<file path="config.mk">
export PLATFORM = sky130hd
export DESIGN_NAME = http_response_header_scan_core
export DESIGN_NICKNAME = d
export VERILOG_FILES = /design/src/rtl/core/hrhs_pkg.sv /design/src/rtl/core/http_response_header_scan_core.sv /design/src/rtl/core/hrhs_status.sv /design/src/rtl/core/hrhs_length.sv /design/src/rtl/core/hrhs_location.sv
export SDC_FILE = /design/constraint.sdc
export NUM_CORES = 1
export LEC_CHECK = 0
export BUFFER_PORTS_ARGS = -buffer_cell sky130_fd_sc_hd__buf_2
export CORE_UTILIZATION = 35
export DETAILED_ROUTE_END_ITERATION = 6
export HOLD_SLACK_MARGIN = 0.08
export MAX_ROUTING_LAYER = met4
export PLACE_DENSITY = 0.6
export SLEW_MARGIN = 20
export SYNTH_ARGS = -nofsm -noshare
export SYNTH_HDL_FRONTEND = slang
export SYNTH_SLANG_ARGS = --single-unit
</file>
<file path="constraint.sdc">
create_clock -name clk -period 4.5 [get_ports clk]
set_input_delay 0.45 -clock clk [delete_from_list [all_inputs] [get_ports clk]]
set_output_delay 0.45 -clock clk [all_outputs]
set_load 0.01 [all_outputs]
</file>
<file path="src/rtl/core/hrhs_pkg.sv">
package hrhs_pkg;

  localparam int POSITION_BITS_DEF = 16;

  localparam int LEN_NAME_SIZE = 16;
  localparam int LOC_NAME_SIZE = 10;

  localparam logic [7:0] LEN_NAME [LEN_NAME_SIZE] = '{
    8'h43, 8'h6f, 8'h6e, 8'h74, 8'h65, 8'h6e, 8'h74, 8'h2d,
    8'h4c, 8'h65, 8'h6e, 8'h67, 8'h74, 8'h68, 8'h3a, 8'h20
  };
  localparam logic [7:0] LOC_NAME [LOC_NAME_SIZE] = '{
    8'h4c, 8'h6f, 8'h63, 8'h61, 8'h74, 8'h69, 8'h6f, 8'h6e, 8'h3a, 8'h20
  };

  localparam logic [7:0] CH_SPACE = 8'h20;
  localparam logic [7:0] CH_CR    = 8'h0d;
  localparam logic [7:0] CH_ZERO  = 8'h30;
  localparam logic [7:0] CH_NINE  = 8'h39;
  localparam logic [7:0] CH_TAB   = 8'h09;

  localparam logic [1:0] ERR_OK       = 2'd0;
  localparam logic [1:0] ERR_STATUS   = 2'd1;
  localparam logic [1:0] ERR_LENGTH   = 2'd2;
  localparam logic [1:0] ERR_OVERFLOW = 2'd3;

  typedef enum logic [2:0] {
    PH_SEARCH  = 3'b001,
    PH_COLLECT = 3'b010,
    PH_DONE    = 3'b100
  } phase_t;

  typedef struct packed {
    logic [7:0] byte_in;
    logic       last_byte;
  } in_req_t;

  typedef struct packed {
    logic [1:0]  error_code;
    logic [15:0] status_code;
    logic [31:0] body_length;
    logic        location_found;
    logic [15:0] location_offset;
    logic [15:0] location_length;
  } out_rsp_t;

  typedef struct packed {
    logic        ok;
    logic [15:0] value;
  } status_sum_t;

  typedef struct packed {
    logic        done;
    logic [1:0]  err;
    logic [31:0] value;
  } length_sum_t;

  typedef struct packed {
    logic        done;
    logic [15:0] offset;
    logic [15:0] len;
  } location_sum_t;

  function automatic logic is_digit(input logic [7:0] b);
    return (b >= CH_ZERO) && (b <= CH_NINE);
  endfunction

endpackage

</file>
<file path="src/rtl/core/http_response_header_scan_core.sv">
// http response header scanner
// in channel: one response byte per request (in_data.byte_in), with
//   in_data.last_byte marking the final byte of a message
// out channel: one result per message, holding the status code, the
//   content-length value, the location offset/length and an error code
// every byte is captured in an input register, then scanned from it by the status,
//   content-length and location trackers; a last byte loads the result register
// throughput: one byte per cycle while no last byte waits on a held result, set by the single scan stage
// receiver stall: the result register holds; bytes keep flowing until a
//   further last byte reaches the scan stage, which then waits in the input
//   register and holds in_ready low
// reset: synchronous, active low; clears both valid flags and returns all
//   trackers to the start-of-message state
module http_response_header_scan_core #(
  parameter int POSITION_BITS = hrhs_pkg::POSITION_BITS_DEF
) (
  input  logic               clk,
  input  logic               rst_n,
  input  logic               in_valid,
  output logic               in_ready,
  input  hrhs_pkg::in_req_t  in_data,
  output logic               out_valid,
  input  logic               out_ready,
  output hrhs_pkg::out_rsp_t out_data
);

  logic                    s1_valid_r, s1_valid_nxt;
  hrhs_pkg::in_req_t       s1_data_r;
  logic                    out_valid_r, out_valid_nxt;
  hrhs_pkg::out_rsp_t      out_data_r, out_data_nxt;
  logic                    s1_go;
  logic                    emit;
  hrhs_pkg::status_sum_t   st_sum;
  hrhs_pkg::length_sum_t   len_sum;
  hrhs_pkg::location_sum_t loc_sum;

  assign s1_go    = s1_valid_r && (!s1_data_r.last_byte || !out_valid_r || out_ready);
  assign in_ready = !s1_valid_r || s1_go;
  assign emit     = s1_go && s1_data_r.last_byte;

  hrhs_status u_status (
    .clk     (clk),
    .rst_n   (rst_n),
    .step    (s1_go),
    .last    (s1_data_r.last_byte),
    .byte_in (s1_data_r.byte_in),
    .sum     (st_sum)
  );

  hrhs_length u_length (
    .clk     (clk),
    .rst_n   (rst_n),
    .step    (s1_go),
    .last    (s1_data_r.last_byte),
    .byte_in (s1_data_r.byte_in),
    .sum     (len_sum)
  );

  hrhs_location #(
    .POSITION_BITS (POSITION_BITS)
  ) u_location (
    .clk     (clk),
    .rst_n   (rst_n),
    .step    (s1_go),
    .last    (s1_data_r.last_byte),
    .byte_in (s1_data_r.byte_in),
    .sum     (loc_sum)
  );

  always_comb begin
    out_data_nxt = '0;
    if (!st_sum.ok) begin
      out_data_nxt.error_code = hrhs_pkg::ERR_STATUS;
    end else begin
      out_data_nxt.status_code = st_sum.value;
      if (len_sum.done && (len_sum.err != hrhs_pkg::ERR_OK)) begin
        out_data_nxt.error_code = len_sum.err;
      end else begin
        out_data_nxt.error_code = hrhs_pkg::ERR_OK;
        if (len_sum.done) out_data_nxt.body_length = len_sum.value;
        if (loc_sum.done) begin
          out_data_nxt.location_found  = 1'b1;
          out_data_nxt.location_offset = loc_sum.offset;
          out_data_nxt.location_length = loc_sum.len;
        end
      end
    end

    s1_valid_nxt = s1_valid_r;
    if (in_valid && in_ready) begin
      s1_valid_nxt = 1'b1;
    end else if (s1_go) begin
      s1_valid_nxt = 1'b0;
    end

    out_valid_nxt = out_valid_r;
    if (emit) begin
      out_valid_nxt = 1'b1;
    end else if (out_ready) begin
      out_valid_nxt = 1'b0;
    end
  end

  always_ff @(posedge clk) begin
    if (!rst_n) begin
      s1_valid_r  <= 1'b0;
      out_valid_r <= 1'b0;
    end else begin
      s1_valid_r  <= s1_valid_nxt;
      out_valid_r <= out_valid_nxt;
    end
  end

  // payload registers
  always_ff @(posedge clk) begin
    if (in_valid && in_ready) s1_data_r <= in_data;
    if (emit) out_data_r <= out_data_nxt;
  end

  assign out_valid = out_valid_r;
  assign out_data  = out_data_r;

endmodule

</file>
<file path="src/rtl/core/hrhs_status.sv">
module hrhs_status (
  input  logic                  clk,
  input  logic                  rst_n,
  input  logic                  step,
  input  logic                  last,
  input  logic [7:0]            byte_in,
  output hrhs_pkg::status_sum_t sum
);

  hrhs_pkg::phase_t phase_r, phase_nxt, phase_upd;
  logic [15:0] value_r, value_nxt, value_upd;
  logic        seen_r, seen_nxt, seen_upd;
  logic        bad_r, bad_nxt, bad_upd;
  logic [19:0] value_x10;
  logic        is_ws;

  always_comb begin
    value_x10 = {1'b0, value_r, 3'b000} + {3'b000, value_r, 1'b0}
              + {12'd0, byte_in - hrhs_pkg::CH_ZERO};
    is_ws = (byte_in == hrhs_pkg::CH_SPACE) ||
            ((byte_in >= hrhs_pkg::CH_TAB) && (byte_in <= hrhs_pkg::CH_CR));
    phase_upd = phase_r;
    value_upd = value_r;
    seen_upd  = seen_r;
    bad_upd   = bad_r;
    case (phase_r)
      hrhs_pkg::PH_SEARCH: begin
        if (byte_in == hrhs_pkg::CH_SPACE) phase_upd = hrhs_pkg::PH_COLLECT;
      end
      hrhs_pkg::PH_COLLECT: begin
        if (byte_in == hrhs_pkg::CH_SPACE) begin
          phase_upd = hrhs_pkg::PH_DONE;
        end else if (hrhs_pkg::is_digit(byte_in)) begin
          value_upd = (value_x10 > 20'd65535) ? 16'hffff : value_x10[15:0];
          seen_upd  = 1'b1;
        end else if (!is_ws) begin
          bad_upd = 1'b1;
        end
      end
      default: begin
      end
    endcase

    sum.ok    = (phase_upd != hrhs_pkg::PH_SEARCH) && seen_upd && !bad_upd;
    sum.value = value_upd;

    phase_nxt = phase_r;
    value_nxt = value_r;
    seen_nxt  = seen_r;
    bad_nxt   = bad_r;
    if (step) begin
      if (last) begin
        phase_nxt = hrhs_pkg::PH_SEARCH;
        value_nxt = '0;
        seen_nxt  = 1'b0;
        bad_nxt   = 1'b0;
      end else begin
        phase_nxt = phase_upd;
        value_nxt = value_upd;
        seen_nxt  = seen_upd;
        bad_nxt   = bad_upd;
      end
    end
  end

  always_ff @(posedge clk) begin
    if (!rst_n) begin
      phase_r <= hrhs_pkg::PH_SEARCH;
      value_r <= '0;
      seen_r  <= 1'b0;
      bad_r   <= 1'b0;
    end else begin
      phase_r <= phase_nxt;
      value_r <= value_nxt;
      seen_r  <= seen_nxt;
      bad_r   <= bad_nxt;
    end
  end

endmodule

</file>
<file path="src/rtl/core/hrhs_length.sv">
module hrhs_length (
  input  logic                  clk,
  input  logic                  rst_n,
  input  logic                  step,
  input  logic                  last,
  input  logic [7:0]            byte_in,
  output hrhs_pkg::length_sum_t sum
);

  hrhs_pkg::phase_t phase_r, phase_nxt, phase_upd;
  logic [3:0]  idx_r, idx_nxt, idx_upd;
  logic [31:0] value_r, value_nxt, value_upd;
  logic [1:0]  err_r, err_nxt, err_upd;
  logic [35:0] value_x10;
  logic        hit;

  always_comb begin
    value_x10 = {1'b0, value_r, 3'b000} + {3'b000, value_r, 1'b0}
              + {28'd0, byte_in - hrhs_pkg::CH_ZERO};
    hit = (byte_in == hrhs_pkg::LEN_NAME[idx_r]);
    phase_upd = phase_r;
    idx_upd   = idx_r;
    value_upd = value_r;
    err_upd   = err_r;
    case (phase_r)
      hrhs_pkg::PH_SEARCH: begin
        if (hit && (idx_r == 4'(hrhs_pkg::LEN_NAME_SIZE - 1))) begin
          phase_upd = hrhs_pkg::PH_COLLECT;
          idx_upd   = '0;
        end else if (hit) begin
          idx_upd = idx_r + 4'd1;
        end else begin
          idx_upd = {3'b000, byte_in == hrhs_pkg::LEN_NAME[0]};
        end
      end
      hrhs_pkg::PH_COLLECT: begin
        if (byte_in == hrhs_pkg::CH_CR) begin
          phase_upd = hrhs_pkg::PH_DONE;
        end else if (hrhs_pkg::is_digit(byte_in)) begin
          if (value_x10[35:32] != 4'd0) begin
            value_upd = 32'hffff_ffff;
            if (err_r != hrhs_pkg::ERR_LENGTH) err_upd = hrhs_pkg::ERR_OVERFLOW;
          end else begin
            value_upd = value_x10[31:0];
          end
        end else begin
          err_upd = hrhs_pkg::ERR_LENGTH;
        end
      end
      default: begin
      end
    endcase

    sum.done  = (phase_upd == hrhs_pkg::PH_DONE);
    sum.err   = err_upd;
    sum.value = value_upd;

    phase_nxt = phase_r;
    idx_nxt   = idx_r;
    value_nxt = value_r;
    err_nxt   = err_r;
    if (step) begin
      if (last) begin
        phase_nxt = hrhs_pkg::PH_SEARCH;
        idx_nxt   = '0;
        value_nxt = '0;
        err_nxt   = hrhs_pkg::ERR_OK;
      end else begin
        phase_nxt = phase_upd;
        idx_nxt   = idx_upd;
        value_nxt = value_upd;
        err_nxt   = err_upd;
      end
    end
  end

  always_ff @(posedge clk) begin
    if (!rst_n) begin
      phase_r <= hrhs_pkg::PH_SEARCH;
      idx_r   <= '0;
      value_r <= '0;
      err_r   <= hrhs_pkg::ERR_OK;
    end else begin
      phase_r <= phase_nxt;
      idx_r   <= idx_nxt;
      value_r <= value_nxt;
      err_r   <= err_nxt;
    end
  end

endmodule

</file>
<file path="src/rtl/core/hrhs_location.sv">
module hrhs_location #(
  parameter int POSITION_BITS = hrhs_pkg::POSITION_BITS_DEF
) (
  input  logic                    clk,
  input  logic                    rst_n,
  input  logic                    step,
  input  logic                    last,
  input  logic [7:0]              byte_in,
  output hrhs_pkg::location_sum_t sum
);

  localparam logic [POSITION_BITS-1:0] POS_MAX = '1;

  hrhs_pkg::phase_t phase_r, phase_nxt, phase_upd;
  logic [3:0]               idx_r, idx_nxt, idx_upd;
  logic [POSITION_BITS-1:0] pos_r, pos_nxt, pos_upd;
  logic [POSITION_BITS-1:0] start_r, start_nxt, start_upd;
  logic [POSITION_BITS-1:0] count_r, count_nxt, count_upd;
  logic                     hit;

  always_comb begin
    pos_upd   = (pos_r == POS_MAX) ? pos_r : pos_r + POSITION_BITS'(1);
    hit       = (byte_in == hrhs_pkg::LOC_NAME[idx_r]);
    phase_upd = phase_r;
    idx_upd   = idx_r;
    start_upd = start_r;
    count_upd = count_r;
    case (phase_r)
      hrhs_pkg::PH_SEARCH: begin
        if (hit && (idx_r == 4'(hrhs_pkg::LOC_NAME_SIZE - 1))) begin
          phase_upd = hrhs_pkg::PH_COLLECT;
          idx_upd   = '0;
          start_upd = pos_upd;
          count_upd = '0;
        end else if (hit) begin
          idx_upd = idx_r + 4'd1;
        end else begin
          idx_upd = {3'b000, byte_in == hrhs_pkg::LOC_NAME[0]};
        end
      end
      hrhs_pkg::PH_COLLECT: begin
        if (byte_in == hrhs_pkg::CH_CR) begin
          phase_upd = hrhs_pkg::PH_DONE;
        end else if (count_r != POS_MAX) begin
          count_upd = count_r + POSITION_BITS'(1);
        end
      end
      default: begin
      end
    endcase

    sum.done   = (phase_upd == hrhs_pkg::PH_DONE);
    sum.offset = 16'(start_upd);
    sum.len    = 16'(count_upd);

    phase_nxt = phase_r;
    idx_nxt   = idx_r;
    pos_nxt   = pos_r;
    start_nxt = start_r;
    count_nxt = count_r;
    if (step) begin
      if (last) begin
        phase_nxt = hrhs_pkg::PH_SEARCH;
        idx_nxt   = '0;
        pos_nxt   = '0;
        start_nxt = '0;
        count_nxt = '0;
      end else begin
        phase_nxt = phase_upd;
        idx_nxt   = idx_upd;
        pos_nxt   = pos_upd;
        start_nxt = start_upd;
        count_nxt = count_upd;
      end
    end
  end

  always_ff @(posedge clk) begin
    if (!rst_n) begin
      phase_r <= hrhs_pkg::PH_SEARCH;
      idx_r   <= '0;
      pos_r   <= '0;
      start_r <= '0;
      count_r <= '0;
    end else begin
      phase_r <= phase_nxt;
      idx_r   <= idx_nxt;
      pos_r   <= pos_nxt;
      start_r <= start_nxt;
      count_r <= count_nxt;
    end
  end

endmodule
</file>
# After elaboration in Yosys (flattened, before gate mapping)
# Memories as Yosys holds them, arrays and structs flattened.
# Cells that the tools add are included.
# word_totals
regBits,211
rom_bits,256
inputBits,13
output_inout_bits,85
elab_cells,162
n_memories,2
# mem_list
memory,depth,width,rd,rd_ports_with_merged_regs,write_ports,line_no,rtl
(no name shown),16,8,1,0,0,hrhs_location.sv:23,hit = (byte_in == hrhs_pkg::LOC_NAME[idx_r]);
(no name shown),16,8,1,0,0,hrhs_length.sv:20,hit = (byte_in == hrhs_pkg::LEN_NAME[idx_r]);
# op_classes
add_sub_neg,9
order_cmp,7
eq_ne,20
mux,65
n_bitwise,5
reduce_logical,30
# ops
cell,count
two-way mux 16 bit,14
two-way mux 32 bit,5
adder 35 x 33 -> 36 bit,1
adder 36 x 8 -> 36 bit,1
two-way mux 33 bit,1
"adder 16 x 1 -> 16 bit, second input constant",2
two-way mux 4 bit,8
two-way mux 8 bit,4
one-hot mux 16 bit (2 select lines),1
two-way mux 3 bit,9
adder 19 x 17 -> 20 bit,1
adder 20 x 8 -> 20 bit,1
"greater-than comparator 20 x 16 -> 1 bit, second input constant",1
one-hot mux 3 bit (2 select lines),3
"== test 16 bit, second input constant",1
"== test 8 x 7 -> 1 bit, second input constant",2
== test 8 bit,2
"!= test 16 bit, second input constant",1
two-way mux 1 bit,14
two-way mux 2 bit,6
">= comparator 5 bit, second input constant",2
logical AND 1 bit,10
inverter 4 -> 5 bit,2
nonzero test 2 bit,5
other kinds (21),39

# Longest topological paths before layout
# Gate-level depths: netlist of the first run.
# logic_depth
word_depth,11
mapped_depth,17
depth_no_buf,15

# Hierarchy
# Synthesis of the first run repeated with hierarchy kept, for this count alone.
# unflattened
hier_cells,1684
hier_area_um2,14978.1
# by_module_without_submodules
mod,n_inst,cells_each,area_each_um2,seq_area_each_um2
hrhs_length,1,654,4855.9,820.8
hrhs_location,1,536,4066.4,1101.1
http_response_header_scan_core,1,202,3597.2,2802.7
hrhs_status,1,292,2458.6,420.4

# Least setup slack after synthesis of the first run
# OpenSTA, ideal clock, no wires.
# synth_path
kind,register to register
from,register s1_data_r[6] in the netlist's numbering
to,register out_data_r (netlist bit out_data[39]) (data pin)
setup_time_ns,0.270
arrival_ns,3.749
required_time_ns,4.230
setup_slack_ns,0.481
path_stages_with_launch,17
n_path_buf,1
period_less_slack_ns,4.019
path_cell_list,edfxtp_1 > a21oi_1 > xor2_1 > inv_1 > fa_1 > inv_1 > ha_1 > a21oi_1 > nand2_1 > o2111ai_4 > a21oi_1 > a211oi_1 > mux2i_1 > nand2_1 > buf_2 > o41ai_1 > a21oi_1
# synth_via
elab_chain_cells,11
elab_cells_between_ends,45
classes_between,add/sub (2); order compare (4); eq/ne (5); mux (21); bitwise (2); reduce/logical (11)
# synth_rtl
item,line_no,rtl
"start, declared",http_response_header_scan_core.sv:28,hrhs_pkg::in_req_t s1_data_r;
"start signal, assigned",http_response_header_scan_core.sv:116,if (in_valid && in_ready) s1_data_r <= in_data;
"parallel branches: the longest is 11 deep, another holds adder 36 x 8 -> 36 bit",--,
"end signal, assigned",http_response_header_scan_core.sv:117,if (emit) out_data_r <= out_data_nxt;
"end, declared",http_response_header_scan_core.sv:30,"hrhs_pkg::out_rsp_t out_data_r, out_data_nxt;"
# Parallel ways; which one is timed is not known.
# A chain may end at the register's enable or synchronous reset.

# Final worst setup path of the first run
# layout_path
from,register s1_data_r[6] in the netlist's numbering
to,register out_data_r (netlist bit out_data[50]) (data pin)
# The elaborated chain is that of the path after synthesis.

==> flow_summary_export.csv, run 1 <==
group,metric,value,unit
outcome,status,"complete, no violations",
timing,fmax,232,MHz
job,maxCapViolations,0,
min_path,hold_end,"s1_valid_r$_SDFFE_PN0P_",
synthesis,synth.avg_cell_area,8.62,um2
synthesis,synth_cells,1613,
synthesis,synth_area_leaders,"edfxtp_1, dfxtp_1, ha_1",
clock_tree,cts_buffer_depth,3,
timing,setup_ws,0.190,ns
global_routing,met3_usage,0.0225,
synthesis,syn-num-nets,1740,
worst_setup_path,crit_chain,"a21oi_1 > xor2_1 > inv_1 > fa_1 > inv_1 > ha_1 > a21oi_1 > nand2_2 > o2111ai_4 > a2111oi_4 > or4bb_1 > nand4_4 > nand4_4 > buf_4 > buf_4 > o21ai_0 > a21oi_1",
timing,worstMarginPinSlew,0.859,ns
clock_tree,path_clk_slew,0.06,ns
global_routing,grt_max_degree,54,
global_routing,grt_use_total,0.196,
clock_tree,cts_inserted_buffers,26,
timing,grt_setup_unrepaired,"true",
clock_tree,cts_tree,"built",
worst_setup_path,cp-end-kind,"flip-flop",
clock_tree,root_buffer,"clkbuf_16",
worst_setup_path,critPathKind,"flip-flop to flip-flop",
synthesis,yosys.area.top_type,"edfxtp_1",
power,ir_drop,0.241,mV
final_layout,area_growth,17.0,%
worst_setup_path,reg2reg_depth,17,
die,core_area,38900,um2
synthesis,ys_seq_elements,211,
synthesis,ys_seq_area_frac,0.370,
min_path,hold_path_startpoint,"in_valid",
route,via_count,12400,
final_layout,drive_gt1_frac,0.135,
die,start_util,0.357,
route,ant_nets,0,
placement,place_congestion,0.908,
global_routing,grt_util_met1,0.278,
global_routing,gr-total-overflow,0,
final_layout,final_cell_mix,"nor2_1, nand2_1, o21ai_0, a21oi_1, dfxtp_1",
synthesis,yosys_warnings,0,
worst_setup_path,critPathSlowestCell,"or4bb_1",
timing,setup_viol,0,
route,viasPerCell,5.51,
timing,slew_headroom,0.423,
die,rows,72,
die,die_w,201,um
synthesis,netlist.area_leader.share,0.199,
min_path,hp-class,"input pin to flip-flop",
synthesis,synthArstFlopShare,0,
worst_setup_path,crit_fanout,7,
final_layout,final_common_cell,"nor2_1",
placement,dp_slack,-0.195,ns
worst_setup_path,crit_top_cell,"a21oi_1",
route,drt-total-wl,39.8,mm
timing,finClkSkew,0.0265,ns
global_routing,met2_usage,0.296,
route,drtIter0Drc,857,
timing,final_hold_viol_count,0,
synthesis,ys_types,86,
power,p_per_area,284,nW/um2
final_layout,antenna_cells,0,
power,leakage,6.60,nW
synthesis,synth-main-ff-cell,"dfxtp_1",
timing,period_minus_slack,4.31,ns
timing,period_share,0.958,
global_routing,grt_pass1_wl,62.7,mm
clock_tree,clkSinkCount,211,
die,top_level_ports,98,
clock_tree,clock_latency,0.56,ns
worst_setup_path,start_kind,"flip-flop",
die,fp.dieH,201,um
timing,setup-tns-final,0,ns
worst_setup_path,arrival,4.62,ns
final_layout,nNetsFinal,1842,
route,first_pass_iters,5,
placement,port_buffers,97,
clock_tree,htree_levels,1,
synthesis,syn_area,13900,um2
worst_setup_path,reg2reg_from,"s1_data_r[6]$_DFFE_PP_",
power,total_power,4.62,mW
worst_setup_path,rrSetupSlack,0.19,ns
route,drc,0,
global_routing,top_usage_layer,"met2",
worst_setup_path,required,4.81,ns
placement,dpl.hpwl,29.1,mm
min_path,min_path_cells,3,
global_routing,grt_pass1_vias,11500,
timing,drv_slew,0,
die,dieArea,40500,um2
timing,hold_slack,0.211,ns
synthesis,synth_edf_count,92,
global_routing,antenna_found_initial,0,
worst_setup_path,cpPeakStageDelay,0.57,ns
worst_setup_path,r2r-end,"out_data[50]$_SDFFCE_PP0P_",
route,wl_per_cell,17.6,um
## worst max-delay path, delay by kind of cell (launching register included)
family	cells	cell delay, ns
XOR/XNOR	1	0.22
AO/OA/AOI/OAI	6	1.02
adder cells (fa/ha/maj)	2	0.82
buffers and inverters	4	0.45
AND/OR/NAND/NOR	4	1.08
flip-flops	1	0.45
## repair_timing
action	in CTS	in global routing
gates cloned	0	1
endpoints found under the hold margin	9	0
resized for setup	5	10
hold buffers	9	0
setup endpoints to repair	10	35
pin swaps	0	7
setup buffers	0	10
## power by group
| part | total [mW] | internal [mW] | leakage, nW | switching (mW) |
|---|---|---|---|---|
| sequential | 2.02 | 2.01 | 1.91 | 0.00941 |
| clock | 2.39 | 1.51 | 0.491 | 0.885 |
| combinational | 0.216 | 0.0715 | 4.20 | 0.144 |
## synthesized netlist by cell type, drive strengths merged, types with 34 or more instances
library cell    n
ha            102
clkbuf         60
a21oi         127
o21ai         138
nor2          160
nand3          38
inv            76
nand2         141
edfxtp         92
dfxtp         119
and2           34
xnor2          41
nor2b          40
## routing by layer
| metal | vias up | routed length (um) |
|---|---|---|
| met5 | - | 0 |
| met4 | 0 | 854 |
| met3 | 53 | 1900 |
| met2 | 323 | 17400 |
| met1 | 5938 | 19600 |
| li1 | 6090 | - |
## how the worst max path moves through the flow
stage | endpoint | cells past startpoint | slack (ns) | start
2_1_floorplan | out_data[39]$_SDFFCE_PP0P_ | 16 | 0.48 | s1_data_r[6]$_DFFE_PP_
3_3_place_gp | out_data[59]$_SDFFCE_PP0P_ | 15 | -0.12 | s1_data_r[6]$_DFFE_PP_
3_5_place_dp | out_data[59]$_SDFFCE_PP0P_ | 15 | -0.20 | s1_data_r[6]$_DFFE_PP_
4_1_cts | out_data[42]$_SDFFCE_PP0P_ | 16 | 0.05 | s1_data_r[6]$_DFFE_PP_
5_1_grt | out_data[42]$_SDFFCE_PP0P_ | 15 | -0.01 | s1_data_r[5]$_DFFE_PP_
6_report | out_data[50]$_SDFFCE_PP0P_ | 17 | 0.19 | s1_data_r[6]$_DFFE_PP_
## sequential cells by signal, summed over array words and instances (netlist names)
register            flops
s1_valid_r              1
u_length.value_r       32
u_status.bad_r          1
u_status.seen_r         1
u_location.phase_r      3
u_location.pos_r       16
u_location.count_r     16
out_valid               1
u_location.start_r     16
u_length.idx_r          4
u_status.value_r       16
out_data               83
u_status.phase_r        3
s1_data_r               9
u_length.err_r          2
u_location.idx_r        4
u_length.phase_r        3
## final cells by class
cell class                 count  area [um2]
multi-input combinational   1235        8150
clock inverter                15         223
inverter                      76         287
clock buffer                  33         771
timing repair buffer         165        1040
sequential                   211        5140
tap                          518         648
fill                        3883       22700
## through the flow
stage                     instances  utilization  area, um2
final                          2253        0.418      16300
after global routing           2253        0.418      16300
after CTS                      2242        0.415      16100
after detailed placement       2185        0.386      15000
after global placement         2185        0.386      15000
after floorplan                1613            -      13900
## cells by family (layout without fill, tap and decap cells)
group	after synthesis	after routing	synth area share
compound gates	473	473	0.217
xor+xnor	65	65	0.0409
fa+ha+maj	114	114	0.109
buf+inv	168	289	0.0495
flops	211	211	0.370
mux	17	17	0.0128
simple gates	565	566	0.201
Note: power is estimated with default switching activity, not from simulation.
==> run 2: changes to the inputs <==
PLACE_DENSITY = 0.62   (was 0.6)
clock period = 3.7 ns   (was 4.5 ns; I/O delays follow)
==> run 2 against run 1 <==
Compared with the run above: the run now ends with setup timing left; die area unchanged; clock power increased by 16%; sequential share of layout area decreased by 2.8 points; highest routed layer unchanged.
==> flow_summary_export.csv, run 2 (synthesized netlist as in run 1, its figures left out) <==
group,metric,value,unit
outcome,status,"finished with violations",
outcome,violations,"setup timing",
route,ant_nets,0,
worst_setup_path,required,4.15,ns
worst_setup_path,critPathTopFamily,"compound AO/OA/AOI/OAI gates",
global_routing,grt_pass1_wl,65.6,mm
min_path,min_path_cells,2,
timing,slew_headroom,0.369,
timing,setup_viol,67,
power,leakage,7.21,nW
die,fp.dieH,201,um
worst_setup_path,reg2reg_from,"s1_data_r[6]$_DFFE_PP_",
final_layout,nFillCells,3769,
route,via_count,13000,
route,drtIter0Drc,949,
placement,port_buffers,97,
global_routing,grt_pass1_vias,12200,
timing,period_share,1.08,
final_layout,nNetsFinal,1945,
die,top_level_ports,98,
route,viasPerCell,5.50,
die,core_area,38900,um2
power,p_per_area,311,nW/um2
worst_setup_path,critPathSlowestCell,"fa_1",
final_layout,antenna_cells,0,
timing,drv_slew,0,
final_layout,final_common_cell,"nor2_1",
timing,period_minus_slack,4.00,ns
final_layout,seq_area,5140,um2
power,ir_drop,0.315,mV
worst_setup_path,rrSetupSlack,-0.30,ns
clock_tree,clock_latency,0.56,ns
route,drc,0,
worst_setup_path,cp-end-kind,"flip-flop",
final_layout,drive_gt1_frac,0.232,
worst_setup_path,start_kind,"flip-flop",
clock_tree,cts_buffer_depth,3,
global_routing,grt_max_degree,53,
clock_tree,root_buffer,"clkbuf_16",
min_path,hold_path_startpoint,"rst_n",
final_layout,final_cell_mix,"nor2_1, nand2_1, buf_4, dfxtp_1, a21oi_1",
route,drt-total-wl,41.6,mm
worst_setup_path,cpPeakStageDelay,0.49,ns
min_path,hold_end,"u_length.value_r[25]$_SDFFE_PN0P_",
timing,final_hold_viol_count,0,
timing,fmax,250,MHz
worst_setup_path,crit_chain,"buf_6 > inv_2 > ha_4 > inv_2 > buf_4 > fa_1 > inv_2 > ha_4 > o21ai_4 > a21oi_4 > buf_6 > o31ai_4 > o21a_1 > o31ai_4 > mux2i_2 > and3_4 > buf_6 > buf_16 > a21oi_1 > o22a_1",
final_layout,layoutNonFillerInstCount,2356,
placement,place_area,15900,um2
placement,place_congestion,0.935,
final_layout,multiInputGateArea,8840,um2
die,start_util,0.357,
final_layout,largest_register_ffs,83,
clock_tree,clkSinkCount,211,
global_routing,gr-total-overflow,0,
die,rows,72,
timing,worstMarginPinSlew,0.941,ns
placement,dpl.hpwl,30.2,mm
worst_setup_path,crit_fanout,6,
worst_setup_path,reg2reg_depth,20,
final_layout,final_area,17800,um2
clock_tree,cts_inserted_buffers,26,
global_routing,grt_use_total,0.206,
min_path,hp-class,"input pin to flip-flop",
die,die_w,201,um
worst_setup_path,critPathKind,"flip-flop to flip-flop",
placement,dp_cells,2273,
route,wl_per_cell,17.7,um
timing,finClkSkew,0.0114,ns
timing,grt_setup_unrepaired,"true",
die,dieArea,40500,um2
clock_tree,htree_levels,1,
global_routing,antenna_found_initial,0,
route,first_pass_iters,5,
worst_setup_path,arrival,4.45,ns
worst_setup_path,r2r-end,"u_status.value_r[7]$_SDFFE_PN0P_",
clock_tree,path_clk_slew,0.06,ns
timing,setup_ws,-0.304,ns
worst_setup_path,crit_buf_inv,8,
final_layout,area_growth,28.3,%
job,maxCapViolations,0,
clock_tree,cts_tree,"built",
## run 2: changes by cell type in the layout (fill, tap and decap cells not counted), moves of 8 or more
cell / before / now
a21oi_1: 124 / 107
o21ai_2: 1 / 11
o21ai_1: 9 / 18
a211oi_1: 17 / 9
buf_6: 0 / 21
buf_4: 57 / 135
a21oi_2: 2 / 17
o21ai_0: 128 / 105
a211oi_2: 0 / 8
## run 2: repair_timing
action                                  CTS  global route
hold endpoints to repair                 10             0
pin swaps                                56            21
gates cloned                              3             1
setup buffers                            16             9
hold buffers                             10             0
endpoints found under the setup margin   73            76
gates resized for setup                  83            59
## run 2: how the worst max path moves through the flow
stage / startpoint / end / slack [ns] / cells after the start
6_report: s1_data_r[6]$_DFFE_PP_ / u_status.value_r[7]$_SDFFE_PN0P_ / -0.30 / 20
5_1_grt: s1_data_r[5]$_DFFE_PP_ / u_status.value_r[7]$_SDFFE_PN0P_ / -0.47 / 20
4_1_cts: s1_data_r[5]$_DFFE_PP_ / out_data[41]$_SDFFCE_PP0P_ / -0.22 / 17
3_5_place_dp: s1_data_r[6]$_DFFE_PP_ / u_length.value_r[27]$_SDFFE_PN0P_ / -0.38 / 17
3_3_place_gp: s1_data_r[6]$_DFFE_PP_ / out_data[50]$_SDFFCE_PP0P_ / -0.32 / 17
2_1_floorplan: s1_data_r[6]$_DFFE_PP_ / out_data[59]$_SDFFCE_PP0P_ / -0.06 / 16
## run 2: area by class of cell
| class | count | share of cell area |
|---|---|---|
| clock buffers | 39 | 0.0455 |
| clock inverters | 9 | 0.00751 |
| inverters | 76 | 0.0161 |
| multi-input cells | 1234 | 0.496 |
| flip-flops and latches | 211 | 0.288 |
| well taps | 518 | 0.0363 |
| repair buffers | 269 | 0.111 |
## run 2: layer usage
metal / vias to the layer above / wire length [um] / share of wire / GRT usage
li1: 6288 / - / - / -
met1: 6193 / 19900 / 0.48 / 0.285
met3: 66 / 2440 / 0.059 / 0.0279
met4: 0 / 1050 / 0.025 / 0.0628
met5: - / 0 / 0 / -
met2: 408 / 18200 / 0.44 / 0.309
## run 2: power breakdown
group / total [mW] / switching (mW) / internal, mW
Combinational: 0.325 / 0.205 / 0.120
Sequential: 2.45 / 0.0118 / 2.44
Clock: 2.77 / 1.04 / 1.72
Total: 5.55 / 1.26 / 4.29
## run 2: metrics by stage
| stage | setup TNS, ns | util | total power, mW | hold WS (ns) | setup slack, ns |
|---|---|---|---|---|---|
| global placement | -9.88 | 0.408 | 2.78 | 0.458 | -0.320 |
| detailed placement | -15.30 | 0.408 | 2.79 | 0.459 | -0.380 |
| global route | -25.24 | 0.458 | 5.71 | 0.164 | -0.475 |
| finish | -10.02 | 0.458 | 5.55 | 0.179 | -0.304 |
| CTS | -8.65 | 0.450 | 5.59 | 0.144 | -0.222 |
| floorplan | -0.499 | - | 2.66 | 0.442 | -0.0610 |
==> run 3: changes to the inputs <==
ABC_AREA = 1   (was not set)
PLACE_DENSITY = 0.6   (was 0.62)
clock period = 4.86 ns   (was 3.7 ns; I/O delays follow)
==> run 3 against run 2 <==
Compared with the run above: the run now ends clean; core utilization fell by 5.3 points; sequential power fell by 24%; final cell count rose by 11%; first-iteration DRC count fell by 12%; register-to-register slack improved by 0.81 ns; synthesized area rose by 4.8%; clock skew rose by 0.0017 ns; global-route usage fell by 1.9 points; critical path type unchanged; critical endpoint is now out_data[25]$_SDFFCE_PP0P_; highest routed layer unchanged.
==> flow_summary_export.csv, run 3 <==
group,metric,value,unit
timing,worstMarginPinSlew,0.973,ns
min_path,min_path_cells,1,
power,total_power,4.12,mW
die,dieArea,42500,um2
final_layout,multiInputGateArea,8210,um2
min_path,hp-class,"input pin to flip-flop",
clock_tree,clock_latency,0.55,ns
clock_tree,root_buffer,"clkbuf_16",
synthesis,synth.avg_cell_area,7.36,um2
route,drtIter0Drc,839,
clock_tree,cts_tree,"built",
synthesis,synth-main-ff-cell,"dfxtp_1",
final_layout,seq_area,5140,um2
synthesis,netlist.area_leader.share,0.190,
final_layout,largest_register_ffs,83,
worst_setup_path,start_kind,"flip-flop",
worst_setup_path,reg2reg_depth,26,
worst_setup_path,arrival,4.65,ns
global_routing,grt_use_total,0.187,
timing,fmax,230,MHz
die,die_w,206,um
route,first_pass_iters,5,
route,drc,0,
synthesis,yosys_warnings,0,
global_routing,grt_pass1_vias,12800,
clock_tree,cts_inserted_buffers,27,
synthesis,synth_edf_count,92,
worst_setup_path,crit_fanout,13,
final_layout,final_common_cell,"nand2_1",
synthesis,synth_cells,1980,
final_layout,nFillCells,4305,
timing,finClkSkew,0.0131,ns
global_routing,grt_max_degree,63,
synthesis,syn-num-nets,2107,
route,wl_per_cell,14.6,um
synthesis,ys_seq_elements,211,
global_routing,antenna_found_initial,0,
timing,setup_viol,0,
die,top_level_ports,98,
power,ir_drop,0.221,mV
placement,port_buffers,97,
synthesis,yosys-top-cells-count,"nand2_1, inv_1, nor2_1",
synthesis,yosys.cell_count.top_type,"nand2_1",
die,start_util,0.356,
outcome,status,"complete, no violations",
job,maxCapViolations,0,
worst_setup_path,cp-end-kind,"flip-flop",
timing,drv_slew,0,
die,fp.dieH,206,um
worst_setup_path,required,5.15,ns
final_layout,final_cell_mix,"nand2_1, inv_1, nor2_1, a21oi_1, dfxtp_1",
clock_tree,clkSinkCount,211,
route,drt-total-wl,38.1,mm
placement,dpl.hpwl,27.7,mm
clock_tree,htree_levels,1,
synthesis,synth_area_leaders,"edfxtp_1, dfxtp_1, nand2_1",
timing,setup-tns-final,0,ns
power,leakage,7.25,nW
final_layout,drive_gt1_frac,0.142,
timing,period_share,0.896,
worst_setup_path,critPathKind,"flip-flop to flip-flop",
route,ant_nets,0,
final_layout,nNetsFinal,2188,
timing,slew_headroom,0.350,
clock_tree,path_clk_slew,0.06,ns
timing,grt_setup_unrepaired,"false",
route,via_count,12900,
timing,final_hold_viol_count,0,
clock_tree,cts_buffer_depth,3,
timing,period_minus_slack,4.36,ns
die,core_area,40900,um2
clock_tree,cts.hold.buffers_added,0,
power,p_per_area,249,nW/um2
global_routing,gr-total-overflow,0,
global_routing,grt_pass1_wl,63.1,mm
synthesis,yosys.area.top_type,"edfxtp_1",
final_layout,area_growth,13.7,%
synthesis,synthArstFlopShare,0,
synthesis,syn_area,14600,um2
final_layout,antenna_cells,0,
synthesis,ys_types,54,
die,rows,74,
synthesis,ys_seq_area_frac,0.353,
placement,place_congestion,0.917,
route,viasPerCell,4.94,
==> run 3: what timing repair did <==
action                                  4_1_cts  5_1_grt
gates resized for setup                       0        1
endpoints found under the setup margin        0       32
setup buffers                                 0        1
==> run 3: final cells by class <==
class                      count  area share
clock inverter                19      0.0136
timing repair buffer         112      0.0414
tap                          532      0.0402
multi-input combinational   1458       0.495
sequential                   211       0.310
inverter                     251      0.0570
clock buffer                  31      0.0423
==> run 3: cells by family after synthesis <==
family,count (synthesis),synth area share
AO/OA/AOI/OAI,339,0.134
buffers and inverters,311,0.0852
XOR/XNOR,51,0.0306
flip-flops,211,0.353
adder cells (fa/ha/maj),114,0.104
multiplexers,1,0.000687
AND/OR/NAND/NOR,953,0.292
==> run 3: metal layers <==
layer | global-route usage | part of all wire
met1 | 0.241 | 0.48
met2 | 0.312 | 0.47
met3 | 0.0192 | 0.034
met4 | 0.0494 | 0.021
met5 | - | 0
==> run 3: worst paths after layout <==
path                                              startpoint                            to  slack [ns]
worst max register to register        s1_data_r[5]$_DFFE_PP_    out_data[25]$_SDFFCE_PP0P_        0.50
worst max-delay path                  s1_data_r[5]$_DFFE_PP_    out_data[25]$_SDFFCE_PP0P_        0.50
worst min-delay path                              in_data[0]        s1_data_r[0]$_DFFE_PP_        0.12
worst min register to register  u_status.seen_r$_SDFFE_PN0P_  u_status.seen_r$_SDFFE_PN0P_        0.45
==> run 3: per-stage QoR <==
stage | hold slack [ns] | util | cell area, um2 | cells | setup slack, ns
after detailed placement | 0.444 | 0.382 | 15600 | 2563 | 0.246
after floorplan | 0.427 | - | 14600 | 1980 | 1.28
after global routing | 0.0959 | 0.405 | 16600 | 2614 | 0.0269
after global placement | 0.435 | 0.382 | 15600 | 2563 | 0.394
after CTS | 0.0896 | 0.404 | 16500 | 2613 | 0.179
final | 0.116 | 0.405 | 16600 | 2614 | 0.504
==> run 3: power by group <==
group / total (mW) / leakage [nW] / internal (mW) / switching (mW)
Combinational: 0.162 / 4.90 / 0.0427 / 0.119
Clock: 2.09 / 0.444 / 1.26 / 0.831
Sequential: 1.87 / 1.90 / 1.86 / 0.0110
==> run 3: worst max-delay path, stage by stage (launching register included) <==
cell and delay, ns:
edfxtp_1 0.45, inv_1 0.27, o21ai_0 0.14, xor2_1 0.25, inv_1 0.10, fa_1 0.48, inv_1 0.04, ha_1 0.34
nand2_1 0.10, inv_1 0.06, a21oi_1 0.19, nand2_1 0.14, nand2_1 0.10, nand2_2 0.09, nand2_2 0.08, nand3_2 0.06
nand2_2 0.10, nor2_4 0.05, nand2_1 0.05, nand2_1 0.04, nand2_1 0.07, nand2_1 0.13, nand2_2 0.11, nand2_2 0.06
nand2_4 0.28, buf_12 0.24, nor2_4 0.04
